<file path="config.mk">
export PLATFORM = sky130hd
export DESIGN_NAME = iscsi_pdu_rx_deframer_unit
export DESIGN_NICKNAME = d
export VERILOG_FILES = /design/src/rtl/ipdr_pkg.sv /design/src/rtl/ipdr_frame_core.sv /design/src/rtl/ipdr_out_reg.sv /design/src/rtl/iscsi_pdu_rx_deframer_unit.sv
export SDC_FILE = /design/constraint.sdc
export NUM_CORES = 1
export LEC_CHECK = 0
export BUFFER_PORTS_ARGS = -buffer_cell sky130_fd_sc_hd__buf_2
export CAP_MARGIN = 30
export CORE_UTILIZATION = 46
export CTS_CLUSTER_DIAMETER = 50
export DETAILED_ROUTE_END_ITERATION = 16
export GPL_ROUTABILITY_DRIVEN = 1
export MAX_ROUTING_LAYER = met4
export PLACE_DENSITY = 0.65
export SYNTH_ARGS = -nofsm -noshare
export SYNTH_HDL_FRONTEND = slang
export SYNTH_SLANG_ARGS = --single-unit
</file>
<file path="constraint.sdc">
create_clock -name clk -period 3.7 [get_ports clk]
set_input_delay 0.37 -clock clk [delete_from_list [all_inputs] [get_ports clk]]
set_output_delay 0.37 -clock clk [all_outputs]
set_load 0.03 [all_outputs]
</file>
<file path="src/rtl/ipdr_pkg.sv">
// shared constants and types for the iscsi pdu receive deframer
`timescale 1ns / 1ps

package ipdr_pkg;

    localparam int HEADER_BYTES = 48;

    localparam logic [1:0] SEC_BHS  = 2'd0;
    localparam logic [1:0] SEC_AHS  = 2'd1;
    localparam logic [1:0] SEC_DATA = 2'd2;
    localparam logic [1:0] SEC_PAD  = 2'd3;

    typedef struct packed {
        logic [7:0]  byte_out;
        logic [1:0]  section;
        logic [23:0] section_offset;
        logic        section_last;
        logic        pdu_end;
        logic [5:0]  pdu_opcode;
        logic [23:0] data_length;
        logic        segment_end;
    } res_t;

endpackage

</file>
<file path="src/rtl/ipdr_frame_core.sv">
// framing state and per-byte tag logic
`timescale 1ns / 1ps

module ipdr_frame_core (
    input  logic          clk,
    input  logic          rst_n,
    input  logic          accept,
    input  logic [7:0]    rx_byte,
    input  logic          segment_last,
    output ipdr_pkg::res_t res
);
    import ipdr_pkg::*;

    logic [1:0]  sec_reg, sec_next;
    logic [23:0] off_reg, off_next;
    logic [7:0]  ahs_reg, ahs_next;
    logic [23:0] seg_reg, seg_next;
    logic [5:0]  opc_reg, opc_next;

    logic [24:0] off_inc;
    logic [24:0] sec_len;
    logic [1:0]  pad;
    logic        last;
    logic        end_flag;
    logic [1:0]  nxt;
    logic        ahs_nz, seg_nz, pad_nz;

    always_comb
    begin
        opc_next = opc_reg;
        ahs_next = ahs_reg;
        seg_next = seg_reg;
        if (sec_reg == SEC_BHS)
        begin
            case (off_reg)
                24'd0:
                begin
                    opc_next = rx_byte[5:0];
                    ahs_next = '0;
                    seg_next = '0;
                end
                24'd4: ahs_next = rx_byte;
                24'd5: seg_next[23:16] = rx_byte;
                24'd6: seg_next[15:8] = rx_byte;
                24'd7: seg_next[7:0] = rx_byte;
                default: ;
            endcase
        end

        pad     = 2'd0 - seg_next[1:0];
        off_inc = {1'b0, off_reg} + 25'd1;

        case (sec_reg)
            SEC_BHS:  sec_len = 25'(HEADER_BYTES);
            SEC_AHS:  sec_len = {15'd0, ahs_next, 2'b00};
            SEC_DATA: sec_len = {1'b0, seg_next};
            default:  sec_len = {23'd0, pad};
        endcase
        last = (off_inc >= sec_len);

        ahs_nz = (ahs_next != 8'd0);
        seg_nz = (seg_next != 24'd0);
        pad_nz = (pad != 2'd0);

        end_flag = 1'b0;
        nxt      = SEC_BHS;
        case (sec_reg)
            SEC_BHS:
            begin
                if (ahs_nz)
                    nxt = SEC_AHS;
                else if (seg_nz)
                    nxt = SEC_DATA;
                else if (pad_nz)
                    nxt = SEC_PAD;
                else
                    end_flag = 1'b1;
            end
            SEC_AHS:
            begin
                if (seg_nz)
                    nxt = SEC_DATA;
                else if (pad_nz)
                    nxt = SEC_PAD;
                else
                    end_flag = 1'b1;
            end
            SEC_DATA:
            begin
                if (pad_nz)
                    nxt = SEC_PAD;
                else
                    end_flag = 1'b1;
            end
            default: end_flag = 1'b1;
        endcase

        sec_next = last ? nxt : sec_reg;
        off_next = last ? 24'd0 : off_inc[23:0];

        res.byte_out       = rx_byte;
        res.section        = sec_reg;
        res.section_offset = off_reg;
        res.section_last   = last;
        res.pdu_end        = last && end_flag;
        res.pdu_opcode     = opc_next;
        res.data_length    = seg_next;
        res.segment_end    = segment_last;
    end

    always_ff @(posedge clk or negedge rst_n)
    begin
        if (!rst_n)
        begin
            sec_reg <= SEC_BHS;
            off_reg <= '0;
            ahs_reg <= '0;
            seg_reg <= '0;
            opc_reg <= '0;
        end
        else if (accept)
        begin
            sec_reg <= sec_next;
            off_reg <= off_next;
            ahs_reg <= ahs_next;
            seg_reg <= seg_next;
            opc_reg <= opc_next;
        end
    end

    a_end_is_last: assert property (@(posedge clk) disable iff (!rst_n)
        accept && res.pdu_end |-> res.section_last)
        else $error("pdu end without section end");

    a_end_restarts: assert property (@(posedge clk) disable iff (!rst_n)
        accept && res.pdu_end |=> sec_reg == SEC_BHS && off_reg == 24'd0)
        else $error("pdu end did not restart header");

    a_mid_section: assert property (@(posedge clk) disable iff (!rst_n)
        accept && !res.section_last |=>
            $stable(sec_reg) && off_reg == $past(off_reg) + 24'd1)
        else $error("offset did not advance within section");

    a_idle_hold: assert property (@(posedge clk) disable iff (!rst_n)
        !accept |=> $stable(sec_reg) && $stable(off_reg) && $stable(seg_reg))
        else $error("framing state moved without a transaction");

endmodule

</file>
<file path="src/rtl/ipdr_out_reg.sv">
// result register between framing logic and output stream
`timescale 1ns / 1ps

module ipdr_out_reg (
    input  logic           clk,
    input  logic           rst_n,
    input  logic           in_valid,
    output logic           in_ready,
    input  ipdr_pkg::res_t in_res,
    output logic           out_valid,
    input  logic           out_ready,
    output ipdr_pkg::res_t out_res
);
    import ipdr_pkg::*;

    logic valid_reg;
    res_t res_reg;

    assign in_ready  = !valid_reg || out_ready;
    assign out_valid = valid_reg;
    assign out_res   = res_reg;

    always_ff @(posedge clk or negedge rst_n)
    begin
        if (!rst_n)
            valid_reg <= 1'b0;
        else if (in_ready)
            valid_reg <= in_valid;
    end

    always_ff @(posedge clk)
    begin
        if (in_valid && in_ready)
            res_reg <= in_res;
    end

endmodule

</file>
<file path="src/rtl/iscsi_pdu_rx_deframer_unit.sv">
// top level of the iscsi pdu receive deframer
//
// s_axis carries the received tcp byte stream, one byte per transaction in
// tdata, with tlast marking the last byte of a delivered chunk. m_axis
// returns each byte tagged with its pdu section, section offset, latched
// opcode and latched data length; tlast marks the byte that ends a pdu.
// one output transaction follows every input transaction, in order.
// the output is valid in the cycle after the input transaction. throughput
// is one byte per cycle while the receiver does not stall: the framing
// state updates in the same cycle the byte is taken and the tags land in a
// single result register. when the receiver stalls, the result register
// holds and s_axis_tready drops until the result is taken; tready returns
// in the cycle the result leaves, so no bubble is added. reset clears the
// framing state to the start of a basic header and empties the result
// register; no byte is dropped or repeated across a stall.
`timescale 1ns / 1ps

module iscsi_pdu_rx_deframer_unit (
    input  logic        clk,
    input  logic        rst_n,
    input  logic        s_axis_tvalid,
    output logic        s_axis_tready,
    input  logic [7:0]  s_axis_tdata,   // rx_byte
    input  logic        s_axis_tlast,   // segment_last
    output logic        m_axis_tvalid,
    input  logic        m_axis_tready,
    output logic [63:0] m_axis_tdata,   // byte_out, section_offset, pdu_opcode, data_length
    output logic [3:0]  m_axis_tuser,   // section, section_last, segment_end
    output logic        m_axis_tlast    // pdu_end
);
    import ipdr_pkg::*;

    res_t core_res;
    res_t out_res;
    logic accept;

    assign accept = s_axis_tvalid && s_axis_tready;

    ipdr_frame_core u_core (
        .clk          (clk),
        .rst_n        (rst_n),
        .accept       (accept),
        .rx_byte      (s_axis_tdata),
        .segment_last (s_axis_tlast),
        .res          (core_res)
    );

    ipdr_out_reg u_out (
        .clk       (clk),
        .rst_n     (rst_n),
        .in_valid  (s_axis_tvalid),
        .in_ready  (s_axis_tready),
        .in_res    (core_res),
        .out_valid (m_axis_tvalid),
        .out_ready (m_axis_tready),
        .out_res   (out_res)
    );

    assign m_axis_tdata = {2'b00, out_res.data_length, out_res.pdu_opcode,
                           out_res.section_offset, out_res.byte_out};
    assign m_axis_tuser = {out_res.segment_end, out_res.section_last, out_res.section};
    assign m_axis_tlast = out_res.pdu_end;

endmodule

</file>
==> flow_summary.json <==
{
  "register_area_um2": 3640,
  "core_area_um2": 14500,
  "final_cells": 953,
  "synth_edf_count": 67,
  "start_util": 0.471,
  "vias_per_cell": 5.76,
  "ys_seq_area_frac": 0.534,
  "clkLatencyLatePin_ps": 430,
  "vias": 5488,
  "boundaryPins": 84,
  "worst_pin_slew_ps": 778,
  "root_buffer": "clkbuf_16",
  "grt_pass1_wl_um": 28600,
  "synthFlopType": "edfxtp_1",
  "clk_pin_slew_ps": 60,
  "start_kind": "flop",
  "netlist_area_um2": 6820,
  "yosys_warnings": 0,
  "clockBufferDepth": 2,
  "synth-seq-cells": 132,
  "finalHoldViolCount": 0,
  "htreeDepth": 4,
  "ctsHoldBuffers": 0,
  "grt.total_usage": 0.263,
  "tns_ps": 0,
  "power.density_nw_per_um2": 786,
  "clock_sinks": 132,
  "fin_skew_ps": 7.12,
  "cp.required_ps": 3880,
  "layout-area-overhead-vs-synth_pct": 25.9,
  "multi_input_area_um2": 3080,
  "synth_cell_type_count": 59,
  "worstSetupPathType": "flop to flop",
  "die_x_um": 124,
  "status": "finished, final reports clean",
  "drt_wl_total_um": 18800,
  "n_antenna_cell": 0,
  "grt_pass1_vias": 5173,
  "drtAntennaViolNets": 0,
  "min_path_type": "input port to asynchronous set/reset pin",
  "crit_path_max_fanout": 8,
  "fin_crit_ps": 3570,
  "setup_viol": 0,
  "avgSynthCellArea_um2": 11.0,
  "synth_cells": 622,
  "drc": 0,
  "die-area_um2": 15300,
  "cts_buffers": 17,
  "drt_pre_antenna_iters": 5,
  "finalCritPeriodShare": 0.965,
  "slew_viol_final": 0,
  "io_buffers": 81,
  "dp_cells": 912,
  "dp_hpwl_um": 13100,
  "max_freq_mhz": 280,
  "rows": 44,
  "end_kind": "flop",
  "relSlewSlack": 0.481,
  "power.leakage_uw": 0.00378,
  "grt_start_max_net_pins": 69,
  "largest_reg_flops": 67,
  "wl_per_cell_um": 19.7,
  "ir_worst_vdd_mv": 0.423,
  "drive_gt1_frac": 0.329,
  "gr-total-overflow": 0,
  "gp_congestion": 1.07,
  "worstPathArrival_ps": 3750,
  "cts_tree": "done",
  "final_nets": 799,
  "synthArstFlopShare": 0.492,
  "antenna_found_initial": 0,
  "maxCapViolCount": 0,
  "holdWs_ps": 20.3,
  "drtIter0Drc": 595,
  "die_h_um": 124,
  "n_fill_cell": 1228
}
[report_power, final]
part / internal [uW] / switching (uW) / leakage (uW)
Clock: 1060 / 678 / 0.000292
Combinational: 1210 / 1670 / 0.00195
Sequential: 1910 / 226 / 0.00154
[path summary, 6_finish.rpt]
path | from | end | slack [ps] | cells past startpoint
worst max-delay path | u_core.off_reg[3] | u_out.out_res[31] | 130 | 13
worst min-delay path | rst_n | u_core.opc_reg[0] | 20 | 1
worst max register to register | u_core.off_reg[3] | u_out.out_res[31] | 130 | 13
worst min register to register | u_core.seg_reg[1] | u_core.seg_reg[1] | 500 | 2
max in group asynchronous | rst_n | u_core.off_reg[2] | 2680 | 2
min in group clk | s_axis_tlast | u_out.out_res[0] | 120 | 1
[cells in the mapped netlist (all sizes together) (2+ instances only)]
cell type / number / area share
edfxtp: 67 / 0.30
a22o: 25 / 0.033
a31oi: 4 / 0.0037
inv: 19 / 0.010
buf: 13 / 0.015
nor4: 9 / 0.015
xnor2: 15 / 0.019
ha: 30 / 0.055
nor2b: 8 / 0.0073
nand2: 99 / 0.054
nor2: 22 / 0.012
nand2b: 5 / 0.0046
o211ai: 2 / 0.0022
nand4: 20 / 0.018
a22oi: 6 / 0.0066
nand3: 15 / 0.014
mux2i: 3 / 0.0044
mux2: 29 / 0.048
clkbuf: 24 / 0.013
xor2: 7 / 0.0090
and2: 4 / 0.0040
and4: 3 / 0.0042
or4: 5 / 0.0055
dfrtp: 65 / 0.24
o2bb2ai: 6 / 0.0077
or3: 3 / 0.0028
a21o: 2 / 0.0022
a21oi: 16 / 0.012
nor3: 11 / 0.0081
o21ai: 55 / 0.040
a211oi: 2 / 0.0022
and3: 9 / 0.0084
o32ai: 3 / 0.0039
a41oi: 4 / 0.0051
[layout by cell type (no fill, tap or decap), types with 9 or more instances in the layout]
cell,synthesis,final
nand2_1,99,98
buf_2,3,81
edfxtp_1,67,67
buf_4,4,66
dfrtp_1,65,65
o21ai_0,54,44
mux2_2,29,29
ha_1,30,28
nand4_1,20,20
nor2_1,22,19
inv_1,19,19
a22o_1,19,19
clkbuf_16,0,17
xnor2_1,15,14
a21oi_1,15,12
nand3_1,13,10
o21ai_1,1,9
[logic make-up after synthesis]
kind of cell,count (synthesis),share of synthesized area
muxes,32,0.0523
and+or+nand+nor,213,0.159
AOI/OAI and AO/OA,135,0.132
DFF,132,0.534
adders and majority gates,30,0.0550
xor gates and xnor gates,22,0.0283
other,1,0.000550
buffers and inverters,57,0.0396
[per-layer routing]
layer  routed length [um]  share of wire  global-route usage  vias to the layer above
met5                    0              0                   -                        -
met4                  384          0.020              0.0956                        0
met3                 1040          0.055              0.0568                       34
met2                 9030           0.48               0.401                      193
met1                 8350           0.44               0.345                     2705
li1                     -              -                   -                     2556
[through the flow]
step	total power, uW	area [um^2]	setup slack (ps)	util
finish	6750	8590	130	0.593
CTS	6330	8360	-37.1	0.578
floorplan	3710	6840	0.739	-
global route	7110	8590	-39.6	0.593
global placement	4530	7750	14.3	0.535
detailed placement	4560	7750	13.6	0.535
[final cells by class]
type                            instances  share of cell area
Sequential cell                       132               0.424
Multi-Input combinational cell        434               0.359
Timing Repair Buffer                  151               0.111
Clock buffer                           17              0.0495
Tap cell                              184              0.0268
Clock inverter                         15              0.0210
Inverter                               20             0.00903
[what timing repair did]
item,in CTS,in global routing
buffers inserted,0,7
resized for setup,1,45
cloned,0,2
setup endpoints to repair,12,28
pin swaps,0,15
[worst max-delay path, cell delays in order, from the launching register on]
cell,delay (ps)
dfrtp_1,410
buf_4,200
nand4_1,230
nor3_4,320
and3_2,290
xor2_1,260
ha_1,290
a211oi_1,250
nor2_1,90
o21ai_0,210
and4_4,300
nand3_4,130
buf_6,170
a31o_1,170
(Power assumes the default switching activity.)
